`config.mk`:
```
export PLATFORM = sky130hd
export DESIGN_NAME = bba_ctrl
export DESIGN_NICKNAME = d
export VERILOG_FILES = /design/src/hdl/bba_pkg.sv /design/src/hdl/bba_ctrl.sv
export SDC_FILE = /design/constraint.sdc
export NUM_CORES = 1
export LEC_CHECK = 0
export ABC_AREA = 1
export BUFFER_PORTS_ARGS = -buffer_cell sky130_fd_sc_hd__buf_2
export CAP_MARGIN = 10
export CORE_MARGIN = 4
export CORE_UTILIZATION = 55
export CTS_CLUSTER_DIAMETER = 200
export DETAILED_ROUTE_END_ITERATION = 6
export GPL_TIMING_DRIVEN = 1
export PLACE_DENSITY = 0.83
export SYNTH_ARGS = -nofsm -noshare
export SYNTH_HDL_FRONTEND = slang
export SYNTH_SLANG_ARGS = --single-unit
export TNS_END_PERCENT = 10
```
`constraint.sdc`:
```
create_clock -name clk -period 2.8 [get_ports clk]
set_input_delay 0.42 -clock clk [delete_from_list [all_inputs] [get_ports clk]]
set_output_delay 0.42 -clock clk [all_outputs]
set_load 0.05 [all_outputs]
```
`src/hdl/bba_pkg.sv`:
```
package bba_pkg;

  // Field widths of the request and response items
  localparam int SIZE_W        = 27;
  localparam int OFF_FIELD_W   = 10;
  localparam int LEVEL_FIELD_W = 4;
  localparam int SHIFT_W       = 5;
  localparam int LG_W          = 6;

  localparam logic [SHIFT_W-1:0] SHIFT_RESET = 5'd4;

  // Request kinds
  localparam logic [1:0] KIND_ALLOC      = 2'd0;
  localparam logic [1:0] KIND_FREE_SPLIT = 2'd1;
  localparam logic [1:0] KIND_FREE_SIZE  = 2'd2;

  // Response status codes
  localparam logic [1:0] STAT_DONE = 2'd0;
  localparam logic [1:0] STAT_OOM  = 2'd1;
  localparam logic [1:0] STAT_SIZE = 2'd2;

  // Register index of min_block_shift
  localparam logic REG_MIN_SHIFT = 1'b0;

  typedef enum logic [4:0] {
    ST_CLEAR,
    ST_IDLE,
    ST_DECODE,
    ST_A_SCAN,
    ST_U_RD,
    ST_U_WR,
    ST_SPLIT,
    ST_P_WR1,
    ST_P_WR2,
    ST_NEXT_L,
    ST_STEP,
    ST_F1_RD,
    ST_F1_CHK,
    ST_MERGE_RD,
    ST_MERGE_CHK,
    ST_MERGE_CLR,
    ST_DONE
  } st_t;

  // Return point after an unlink or push sequence
  typedef enum logic [2:0] {
    PH_SPLIT_U,
    PH_MERGE_U,
    PH_PUSH_R,
    PH_PUSH_L,
    PH_FINAL
  } phase_t;

  typedef struct packed {
    st_t  op;
    logic load;
    logic emit;
  } cmd_t;

  typedef struct packed {
    logic       clr_last;
    logic       oversize;
    logic       head_ok;
    logic       j_zero;
    logic       j_lt_t;
    logic       lvl_zero;
    logic       split_bit;
    logic       free_bit;
    logic [1:0] kind;
  } sts_t;

  // Position of the highest set bit, zero for zero
  function automatic logic [SHIFT_W-1:0] flog2(input logic [SIZE_W-1:0] v);
    logic [SHIFT_W-1:0] r;
    r = '0;
    for (int i = 0; i < SIZE_W; i++) begin
      if (v[i]) r = SHIFT_W'(i);
    end
    return r;
  endfunction

endpackage

```
`src/hdl/bba_ctrl.sv`:
```
module bba_ctrl
  import bba_pkg::*;
(
  input  logic clk,
  input  logic rst_n,
  input  logic in_valid,
  output logic in_ready,
  output logic out_valid,
  input  logic out_ready,
  input  sts_t sts,
  output cmd_t cmd
);

  st_t    state_r, state_nxt;
  phase_t ph_r, ph_nxt;
  logic   out_valid_r, out_valid_nxt;

  // Hold state, phase and output slot
  always_ff @(posedge clk) begin
    if (!rst_n) begin
      state_r     <= ST_CLEAR;
      ph_r        <= PH_SPLIT_U;
      out_valid_r <= 1'b0;
    end else begin
      state_r     <= state_nxt;
      ph_r        <= ph_nxt;
      out_valid_r <= out_valid_nxt;
    end
  end

  // Sequence the request through the datapath steps
  always_comb begin
    state_nxt = state_r;
    ph_nxt    = ph_r;
    cmd.op    = state_r;
    cmd.load  = 1'b0;
    cmd.emit  = 1'b0;
    case (state_r)
      ST_CLEAR: if (sts.clr_last) state_nxt = ST_IDLE;
      ST_IDLE: begin
        if (in_valid) begin
          cmd.load  = 1'b1;
          state_nxt = ST_DECODE;
        end
      end
      ST_DECODE: begin
        case (sts.kind)
          KIND_ALLOC:      state_nxt = sts.oversize ? ST_DONE : ST_A_SCAN;
          KIND_FREE_SPLIT: state_nxt = ST_F1_RD;
          KIND_FREE_SIZE:  state_nxt = sts.oversize ? ST_DONE : ST_MERGE_RD;
          default:         state_nxt = ST_DONE;
        endcase
      end
      ST_A_SCAN: begin
        if (sts.head_ok) begin
          state_nxt = ST_U_RD;
          ph_nxt    = PH_SPLIT_U;
        end else if (sts.j_zero) begin
          state_nxt = ST_DONE;
        end
      end
      ST_U_RD: state_nxt = ST_U_WR;
      ST_U_WR: state_nxt = (ph_r == PH_MERGE_U) ? ST_MERGE_CLR : ST_SPLIT;
      ST_SPLIT: begin
        if (sts.j_lt_t) begin
          state_nxt = ST_P_WR1;
          ph_nxt    = PH_PUSH_R;
        end else begin
          state_nxt = ST_DONE;
        end
      end
      ST_P_WR1: state_nxt = ST_P_WR2;
      ST_P_WR2: begin
        case (ph_r)
          PH_PUSH_R: state_nxt = ST_NEXT_L;
          PH_PUSH_L: state_nxt = ST_STEP;
          default:   state_nxt = ST_DONE;
        endcase
      end
      ST_NEXT_L: begin
        state_nxt = ST_P_WR1;
        ph_nxt    = PH_PUSH_L;
      end
      ST_STEP: begin
        state_nxt = ST_U_RD;
        ph_nxt    = PH_SPLIT_U;
      end
      ST_F1_RD:  state_nxt = sts.lvl_zero ? ST_MERGE_RD : ST_F1_CHK;
      ST_F1_CHK: state_nxt = sts.split_bit ? ST_MERGE_RD : ST_F1_RD;
      ST_MERGE_RD: begin
        if (sts.lvl_zero) begin
          state_nxt = ST_P_WR1;
          ph_nxt    = PH_FINAL;
        end else begin
          state_nxt = ST_MERGE_CHK;
        end
      end
      ST_MERGE_CHK: begin
        if (sts.free_bit) begin
          state_nxt = ST_U_RD;
          ph_nxt    = PH_MERGE_U;
        end else begin
          state_nxt = ST_P_WR1;
          ph_nxt    = PH_FINAL;
        end
      end
      ST_MERGE_CLR: state_nxt = ST_MERGE_RD;
      ST_DONE: begin
        if (!out_valid_r || out_ready) begin
          cmd.emit  = 1'b1;
          state_nxt = ST_IDLE;
        end
      end
      default: state_nxt = ST_IDLE;
    endcase
  end

  // Fill the output slot on emit, drain it on take
  always_comb begin
    out_valid_nxt = out_valid_r;
    if (cmd.emit) out_valid_nxt = 1'b1;
    else if (out_ready) out_valid_nxt = 1'b0;
  end

  assign in_ready  = (state_r == ST_IDLE);
  assign out_valid = out_valid_r;

endmodule

```
==> results of run 1 <==
[stage by stage]
step,hold WS [ns],instances
2_1_floorplan,0.449,149
3_3_place_gp,0.471,185
3_5_place_dp,0.477,185
4_1_cts,0.388,189
5_1_grt,0.433,189
6_report,0.397,189
[worst min-delay path by stage]
stage	start	to	slack [ns]	cells past startpoint
floorplan	ph_r[2]	ph_r[2]	0.45	2
global placement	ph_r[2]	ph_r[2]	0.47	2
detailed placement	ph_r[2]	ph_r[2]	0.48	2
CTS	rst_n	state_r[3]	0.39	3
global route	rst_n	state_r[3]	0.43	3
finish	rst_n	state_r[3]	0.40	3
[registers in the layout, indices dropped and copies added (netlist names)]
| name | count |
|---|---|
| ph_r | 3 |
| state_r | 5 |
| out_valid | 1 |
[power breakdown]
part,internal [W],leakage (nW),switching (W)
Combinational,0.0000884,0.440,0.000238
Clock,0.0000551,0.0150,0.0000482
Sequential,0.000141,0.0729,0.0000275
[critical path, stage by stage (launching register included)]
cell	delay [ns]
sky130_fd_sc_hd__dfxtp_1	0.40
sky130_fd_sc_hd__inv_4	0.14
sky130_fd_sc_hd__nand2_4	0.06
sky130_fd_sc_hd__nor2_4	0.16
sky130_fd_sc_hd__inv_2	0.07
sky130_fd_sc_hd__nor3_1	0.13
sky130_fd_sc_hd__buf_2	0.29
[Yosys cell counts (all sizes together)]
master	number	share of area, %
a21oi	9	5.4
a22oi	1	0.89
a31oi	1	0.75
buf	1	0.89
dfxtp	9	21
inv	26	12
nand2	45	23
nand3	14	9.8
nand3b	3	2.7
nand4	2	1.5
nor2	27	16
nor3	2	1.2
o21ai	9	5.4
[cells by family (layout without fill, tap and decap cells)]
family,count (synthesis),after routing
buffers and inverters,27,52
DFF,9,9
and+or+nand+nor,93,93
AOI/OAI and AO/OA,20,20
[metal layers]
layer	global-route usage [%]	share of wire, %
met4	4.97	1.2
met3	3.45	6.9
met5	0	0
met1	30.7	47
met2	35.5	45
[final cells by class]
class	count	area, µm²	share of cell area, %
multi-input cells	113	552	55.9
well taps	15	18.8	1.90
flip-flops and latches	9	180	18.3
inverters	26	100	10.1
repair buffers	22	110	11.2
clock buffers	4	26.3	2.66
==> results.tsv, run 1 <==
stage	metric	value	unit
run_status	run_status	finished, final reports clean	
yosys	synth.cell_area	840	µm²
place	io_buffers	22	
global_route	number_of_global_route_vias_before_repair	832	
yosys	synth_compound_area_share	12.4	%
routing	ant_nets	0	
worst_setup_path	critical_path_start	state_r[4]	
yosys	syn-mean-instance-area	5.63	µm²
clock_network	worstSkewPairLatency	0.26	ns
pwr	power	0.000598	W
clock_network	cts_buffers	3	
routing	drc	0	
worst_setup_path	timing.reg2reg.worst_path_depth	9	
routing	drt_pre_antenna_iters	4	
clock_network	cts_root_buffer	sky130_fd_sc_hd__clkbuf_4	
routing	route.vias.total	1021	
layout	layout_commonest_cell	sky130_fd_sc_hd__nand2_1	
yosys	synth.yosys.warnings	0	
sta	period_minus_slack	1.95	ns
worst_setup_path	startpoint_type	flip-flop	
yosys	total_of_flip_flops_plus_latches_after_synthesis	9	
global_route	global_route_wire_length_before_repair	3.46	mm
clock_network	cts_max_path_bufs	2	
place	detailed_place_hpwl	1.81	mm
flow_run	drv.max_cap_violation_count	0	
layout	nNetsFinal	189	
worst_setup_path	rr_startpoint	state_r[1]	
global_route	grt_antenna_before_repair	0	
worst_setup_path	worst-r2r-setup-slack	1.30	ns
worst_setup_path	cp.required	2.38	ns
routing	routed_wire_length_per_instance	11.6	µm
sta	timing_worst_slew_pin_value	0.356	ns
global_route	grt_max_degree	9	
place	gp_congestion	0.909	
worst_setup_path	capture_point_of_the_worst_path	cmd[1]	
die	effective_utilization_at_floorplan	61.4	%
clock_network	clkSlewWorstSetupHoldPaths	0.06	ns
die	floorplan.core_area	1370	µm²
layout	final_layout_size_suffix_gt1_share	23.0	%
sta	slew_headroom	76.2	%
yosys	netlist_instances	149	
routing	wirelength	2.20	mm
yosys	synth.area.mux_share	0	%
sta	finalClockSkew	0.00252	ns
sta	slew_viol_final	0	
worst_setup_path	timing_worst_setup_path_type	flip-flop to output pin	
routing	drt-vias-per-instance	5.40	
layout	final_area	987	µm²
yosys	synth_fp_nets	163	
worst_hold_path	hold_class	input port to flip-flop	
global_route	gr-usage-all-layers	22.0	%
layout	n_antenna_cell	0	
yosys	netlist-cell-type-count	21	
place	dpl_worst_slack	1.15	ns
die	rows	13	
die	top_level_ports	23	
worst_setup_path	cp_max_fo	7	
worst_setup_path	critPathCaptureType	output pin	
pwr	cellPowerDensity	606	nW/µm²
clock_network	tritoncts_clock_tree	done	
routing	starting_drt_drc_count	46	
sta	final.setup.worst_slack	0.851	ns
clock_network	postCtsSetupRepairBufs	0	
yosys	adder_cell_fraction_of_synth_area	0	%
sta	finalHoldViolCount	0	
yosys	synth_simple_gate_area_share	53.4	%
sta	fmax	0.513	GHz
global_route	globalRoute.totalOverflow	0	
pwr	leakagePower	0.528	nW
layout	area_growth	17.6	%
yosys	main_combinational_cell_family_by_area_after_synthesis	simple AND/OR/NAND/NOR gates	
clock_network	ctsHtreeMaxLevel	1	
layout	post-route-util	72.3	%
sta	period_share	69.6	%
clock_network	holdBufCountCts	0	
clock_network	post_cts_resize_count	0	
die	die_area	2220	µm²
yosys	synth_xor_xnor_area_share	0	%
yosys	synth-seq-area-share	21.5	%
die	floorplan.die.width	47.1	µm
layout	fillerInstances	131	
worst_setup_path	reg2reg_to	state_r[2]	
clock_network	cts_sinks	9	
sta	final_setup_vio_count	0	
pwr	vdd.ir_drop.worst	0.000511	V
sta	setup_tns	0	ns
worst_setup_path	arrival	1.53	ns
sta	grt_setup_unrepaired	false	
die	dieHeight	47.1	µm
layout	layout.cells.most_common_list	39 x sky130_fd_sc_hd__nand2_1, 24 x sky130_fd_sc_hd__inv_1, 22 x sky130_fd_sc_hd__buf_2	
place	placement.cell_area	961	µm²
No activity file was read; power rests on OpenSTA's default activity.
==> inputs of run 2 (changes only) <==
CORE_UTILIZATION = 51   (was 55)
PLACE_DENSITY = 0.78   (was 0.83)
clock period = 2 ns   (was 2.8 ns; I/O delays follow)
==> run 2 against run 1 <==
  * Worst setup slack got worse by 0.63 ns
  * Sequential share of layout area decreased by 0.11 points
  * Worst hold slack got worse by 0.12 ns
  * Register-to-register slack got worse by 0.82 ns
  * Global-route usage decreased by 3.7 points
  * Clock-buffer cell count unchanged
  * Flip-flop and latch count unchanged
  * Clock skew decreased by 0.0012 ns
==> results.tsv, run 2 (synthesized netlist as in run 1, its figures left out) <==
stage	metric	value	unit
place	detailed_place_hpwl	1.76	mm
sta	timing_worst_slew_pin_value	0.339	ns
worst_setup_path	crit_path_cell_trace	inv_1 > nand2_2 > nor2_1 > inv_1 > nor2_1 > buf_2	
worst_setup_path	startpoint_type	flip-flop	
clock_network	tritoncts_clock_tree	done	
place	gp_congestion	0.933	
worst_setup_path	cp_delay_by_family_top	buffers and inverters	
routing	drc	0	
clock_network	holdBufCountCts	0	
global_route	grtUsageMet3	1.84	%
layout	top_register	state_r	
clock_network	clkSlewWorstSetupHoldPaths	0.05	ns
global_route	globalRoute.totalOverflow	0	
global_route	groute.layer.met2.usage	29.3	%
clock_network	postCtsSetupRepairBufs	0	
pwr	power.internal	0.000399	W
sta	period_share	89.2	%
sta	fmax	0.561	GHz
sta	grt_setup_unrepaired	false	
worst_setup_path	cp_max_fo	5	
sta	slew_viol_final	0	
die	floorplan.core_area	1520	µm²
die	dieHeight	48.6	µm
sta	period_minus_slack	1.78	ns
global_route	grt_antenna_before_repair	0	
run_status	run_status	finished, final reports clean	
worst_setup_path	timing_worst_setup_path_type	flip-flop to output pin	
worst_setup_path	timing.critical_path.slowest_stage_cell	sky130_fd_sc_hd__dfxtp_1	
clock_network	cts_root_buffer	sky130_fd_sc_hd__clkbuf_4	
routing	starting_drt_drc_count	31	
worst_setup_path	cp.required	1.70	ns
pwr	share_clk_of_total_power	16.3	%
die	effective_utilization_at_floorplan	55.1	%
global_route	number_of_global_route_vias_before_repair	903	
layout	final_area	993	µm²
worst_setup_path	arrival	1.48	ns
layout	n_antenna_cell	0	
worst_setup_path	critPathMaxStageDelay	0.34	ns
pwr	vdd.ir_drop.worst	0.000729	V
worst_hold_path	hold_class	input port to flip-flop	
sta	slew_headroom	77.4	%
layout	layout_commonest_cell	sky130_fd_sc_hd__nand2_1	
clock_network	cts_buffers	3	
pwr	sequentialPowerShare	28.6	%
routing	drt-vias-per-instance	5.20	
layout	layout.cells.most_common_list	39 x sky130_fd_sc_hd__nand2_1, 24 x sky130_fd_sc_hd__inv_1, 22 x sky130_fd_sc_hd__buf_2	
global_route	grt_max_degree	9	
clock_network	post_cts_resize_count	0	
layout	final_layout_size_suffix_gt1_share	23.6	%
die	top_level_ports	23	
clock_network	cts_max_path_bufs	2	
routing	drt_pre_antenna_iters	4	
global_route	gr-usage-met1	23.1	%
pwr	gate_power_share	55.1	%
worst_setup_path	critPathCaptureType	output pin	
pwr	leakagePower	0.530	nW
global_route	gr-usage-all-layers	18.2	%
routing	wirelength	2.08	mm
clock_network	cts_sinks	9	
worst_setup_path	cp.buffers_inverters	3	
routing	routed_wire_length_per_instance	11.0	µm
sta	finalClockSkew	0.00133	ns
die	floorplan.die.width	48.6	µm
die	rows	14	
flow_run	drv.max_cap_violation_count	0	
pwr	switching_power	0.000428	W
clock_network	worstSkewPairLatency	0.26	ns
routing	ant_nets	0	
global_route	global_route_wire_length_before_repair	3.56	mm
layout	fillerInstances	150	
place	placement.cell_area	967	µm²
layout	nNetsFinal	189	
clock_network	ctsHtreeMaxLevel	1	
routing	route.vias.total	988	
sta	setup_tns	0	ns
layout	largest_register_ff_count	5	
die	die_area	2360	µm²
global_route	grt_most_used_layer	met2	
layout	area_growth	18.3	%
place	io_buffers	22	
sta	final_setup_vio_count	0	
pwr	cellPowerDensity	832	nW/µm²
pwr	power.switching_fraction	51.7	%
sta	finalHoldViolCount	0	
[run 2: final timing paths]
check / from / endpoint / slack (ns) / cells after the start
setup / recovery: state_r[2] / cmd[0] / 0.22 / 6
setup reg to reg: state_r[4] / state_r[2] / 0.48 / 9
hold / removal: rst_n / state_r[3] / 0.28 / 3
hold reg to reg: ph_r[2] / ph_r[2] / 0.48 / 2
[run 2: area by class of cell]
type                    instances  area, µm²  area share, %
multi-input cells             113        557           56.0
flip-flops and latches          9        180           18.1
repair buffers                 22        110           11.1
inverters                      26        100           10.1
clock buffers                   4       26.3           2.64
well taps                      16       20.0           2.02
[run 2: power groups by stage]
stage,clock (W),sequential (W),combinational [W]
6_report,0.000135,0.000236,0.000455
5_1_grt,0.000152,0.000241,0.000501
4_1_cts,0.000142,0.000236,0.000452
3_5_place_dp,0,0.000239,0.000451
3_3_place_gp,0,0.000240,0.000451
2_1_floorplan,0,0.000296,0.000297
[run 2: per-stage QoR]
step	total power, W	hold slack [ns]	util (%)	instances	setup slack [ns]
floorplan	0.000593	0.398	-	149	0.0185
global placement	0.000691	0.471	63.5	186	0.518
detailed placement	0.000690	0.474	63.5	186	0.506
CTS	0.000830	0.270	65.2	190	0.213
global route	0.000894	0.298	65.2	190	0.105
finish	0.000826	0.276	65.2	190	0.216
[run 2: routing by layer]
metal / vias up / share of wire (%)
li1: 522 / -
met1: 415 / 46
met2: 45 / 43
met3: 6 / 9.3
met4: 0 / 2.3
met5: - / 0
[run 2: worst reg2reg max path, stage by stage, from the launching register on]
cell and delay [ns]:
sky130_fd_sc_hd__dfxtp_1 0.51, sky130_fd_sc_hd__inv_4 0.11, sky130_fd_sc_hd__nand2_1 0.14, sky130_fd_sc_hd__inv_1 0.09
sky130_fd_sc_hd__nand2_1 0.08, sky130_fd_sc_hd__nor2_1 0.04, sky130_fd_sc_hd__nor2_1 0.10, sky130_fd_sc_hd__nand3_1 0.09
sky130_fd_sc_hd__o21ai_0 0.19, sky130_fd_sc_hd__inv_1 0.06
==> inputs of run 3 (changes only) <==
ABC_AREA = unset   (was 1)
CORE_UTILIZATION = 52   (was 51)
CTS_CLUSTER_DIAMETER = 80   (was 200)
==> run 3 against run 2 <==
  * Clock power about the same
  * Critical path type unchanged
  * Sequential power is 14% lower
  * Synthesized cell count is 20% lower
  * Cell count down 12%
  * Die area up 8.5%
  * Critical path depth decreased by 2
  * Clock-buffer cell count did not move
  * Worst setup slack worse by 0.13 ns
  * Maximum frequency shrank 6.9%
  * Synthesized area grew 12%
  * Register-to-register slack worse by 0.28 ns
==> results.tsv, run 3 <==
stage	metric	value	unit
run_status	run_status	finished, final reports clean	
routing	drt-vias-per-instance	6.04	
die	floorplan.die.width	50.6	µm
worst_setup_path	crit_path_cell_trace	nand2b_1 > nor2_4 > and2_2 > buf_2	
worst_setup_path	timing.critical_path.slowest_stage_cell	sky130_fd_sc_hd__dfxtp_1	
worst_setup_path	cp_delay_by_family_top	simple AND/OR/NAND/NOR gates	
layout	area_growth	20.7	%
layout	n_antenna_cell	0	
clock_network	cts_root_buffer	sky130_fd_sc_hd__clkbuf_4	
worst_setup_path	rr_startpoint	state_r[1]	
layout	fillerInstances	157	
flow_run	drv.max_cap_violation_count	0	
sta	slew_headroom	65.6	%
yosys	synth_top_area_share	19.1	%
pwr	cellPowerDensity	470	nW/µm²
layout	layout.cells.most_common_list	22 x sky130_fd_sc_hd__buf_2, 10 x sky130_fd_sc_hd__buf_4, 9 x sky130_fd_sc_hd__nor2_1	
worst_setup_path	cp_max_fo	13	
worst_setup_path	critPathCaptureType	output pin	
layout	final_area	1140	µm²
worst_setup_path	critical_path_start	state_r[1]	
worst_setup_path	startpoint_type	flip-flop	
sta	timing_worst_slew_pin_value	0.509	ns
yosys	total_of_flip_flops_plus_latches_after_synthesis	9	
pwr	vdd.ir_drop.worst	0.000557	V
worst_setup_path	worst-r2r-setup-slack	0.20	ns
worst_setup_path	reg2reg_to	state_r[1]	
routing	starting_drt_drc_count	44	
yosys	synth_async_sr_flop_share	0	%
layout	top_register	state_r	
global_route	global_route_wire_length_before_repair	4.14	mm
global_route	number_of_global_route_vias_before_repair	951	
yosys	synth_largest_area_cell	sky130_fd_sc_hd__dfxtp_1	
clock_network	worstSkewPairLatency	0.26	ns
die	top_level_ports	23	
clock_network	cts_max_path_bufs	2	
sta	fmax	0.522	GHz
worst_setup_path	cell_count_along_the_critical_path	4	
clock_network	tritoncts_clock_tree	done	
routing	routed_wire_length_per_instance	14.7	µm
global_route	globalRoute.totalOverflow	0	
worst_hold_path	hold_class	input port to flip-flop	
place	io_buffers	22	
yosys	synth.cell_area	943	µm²
clock_network	clkSlewWorstSetupHoldPaths	0.06	ns
global_route	grt_antenna_before_repair	0	
global_route	gr-usage-all-layers	21.6	%
routing	wirelength	2.48	mm
layout	largest_register_ff_count	5	
yosys	synth.yosys.warnings	0	
pwr	power	0.000535	W
global_route	grt_max_degree	21	
worst_setup_path	capture_point_of_the_worst_path	cmd[1]	
layout	post-route-util	65.9	%
worst_setup_path	timing_worst_setup_path_type	flip-flop to output pin	
yosys	netlist-cell-type-count	47	
place	gp_congestion	0.920	
yosys	synthMostInstantiatedCell	sky130_fd_sc_hd__nor2_1	
layout	nNetsFinal	158	
place	placement.cell_area	1100	µm²
die	die_area	2560	µm²
clock_network	cts_buffers	3	
yosys	synth_enable_flop_cells	0	
yosys	syn-mean-instance-area	7.93	µm²
sta	slew_viol_final	0	
clock_network	post_cts_resize_count	1	
clock_network	holdBufCountCts	0	
sta	final_setup_vio_count	0	
layout	sequential_cell_area	181	µm²
place	detailed_place_hpwl	1.96	mm
die	rows	15	
worst_setup_path	arrival	1.62	ns
layout	final_layout_size_suffix_gt1_share	36.4	%
die	effective_utilization_at_floorplan	54.6	%
clock_network	ctsHtreeMaxLevel	1	
yosys	synth_fp_nets	133	
sta	setup_tns	0	ns
yosys	synth-seq-area-share	19.1	%
sta	period_minus_slack	1.92	ns
routing	drt_pre_antenna_iters	4	
sta	finalClockSkew	0.00201	ns
die	floorplan.core_area	1730	µm²
sta	period_share	95.8	%
worst_setup_path	critPathMaxStageDelay	0.56	ns
routing	ant_nets	0	
clock_network	postCtsSetupRepairBufs	0	
yosys	netlist_top_cells_area	sky130_fd_sc_hd__dfxtp_1 19%, sky130_fd_sc_hd__nand2b_1 5.3%, sky130_fd_sc_hd__a21oi_1 4.2%	
pwr	leakagePower	0.456	nW
clock_network	cts_sinks	9	
die	dieHeight	50.6	µm
sta	grt_setup_unrepaired	false	
yosys	synth_ff_type	sky130_fd_sc_hd__dfxtp_1	
worst_setup_path	cp.buffers_inverters	1	
routing	drc	0	
yosys	netlist_instances	119	
yosys	synth.cells.most_frequent	10 x sky130_fd_sc_hd__nor2_1, 9 x sky130_fd_sc_hd__dfxtp_1, 8 x sky130_fd_sc_hd__a21oi_1, 8 x sky130_fd_sc_hd__nand2_1, 8 x sky130_fd_sc_hd__nand2b_1	
layout	layout_commonest_cell	sky130_fd_sc_hd__buf_2	
place	dpl_worst_slack	0.195	ns
sta	final.setup.worst_slack	0.0838	ns
sta	finalHoldViolCount	0	
routing	route.vias.total	1015	
worst_setup_path	cp.required	1.70	ns
layout	multiInputGateArea	692	µm²
worst_setup_path	timing.reg2reg.worst_path_depth	4	
-- run 3: layout make-up --
type / count / area share [%]
repair buffers: 32 / 16.3
multi-input cells: 92 / 60.8
well taps: 25 / 2.75
clock buffers: 4 / 2.31
inverters: 6 / 1.98
flip-flops and latches: 9 / 15.9
-- run 3: per-layer routing --
layer / vias up / routed length [µm] / GRT usage, %
met4: 0 / 82 / 14.3
li1: 496 / - / -
met5: - / 0 / 0
met1: 467 / 1020 / 24.9
met3: 9 / 161 / 4.15
met2: 43 / 1210 / 35.9
-- run 3: cell families (layout without fill, tap and decap cells) --
kind of cell | Yosys count | after routing | synth area share, %
AND/OR/NAND/NOR | 54 | 54 | 36.1
multiplexers | 4 | 4 | 4.24
flip-flops | 9 | 9 | 19.1
AO/OA/AOI/OAI | 34 | 34 | 30.9
buffers and inverters | 18 | 42 | 9.68
-- run 3: worst min path at each step --
| stage | slack, ns | cells past startpoint | end | from |
|---|---|---|---|---|
| finish | 0.37 | 2 | state_r[0] | rst_n |
| CTS | 0.37 | 2 | state_r[0] | rst_n |
| floorplan | 0.45 | 2 | ph_r[2] | ph_r[2] |
| global placement | 0.46 | 2 | ph_r[2] | ph_r[2] |
| detailed placement | 0.48 | 2 | ph_r[1] | ph_r[1] |
| global route | 0.37 | 2 | state_r[0] | rst_n |
-- run 3: report_power, final --
part | leakage [nW] | total, W | internal, W | switching, W
combinational | 0.368 | 0.000195 | 0.0000791 | 0.000116
clock | 0.0150 | 0.000138 | 0.0000767 | 0.0000611
sequential | 0.0731 | 0.000202 | 0.000185 | 0.0000164
-- run 3: per-stage QoR --
step / instances / hold slack [ns]
after floorplan: 119 / 0.446
after global placement: 164 / 0.464
after detailed placement: 164 / 0.481
after CTS: 168 / 0.373
after global routing: 168 / 0.371
final: 168 / 0.371
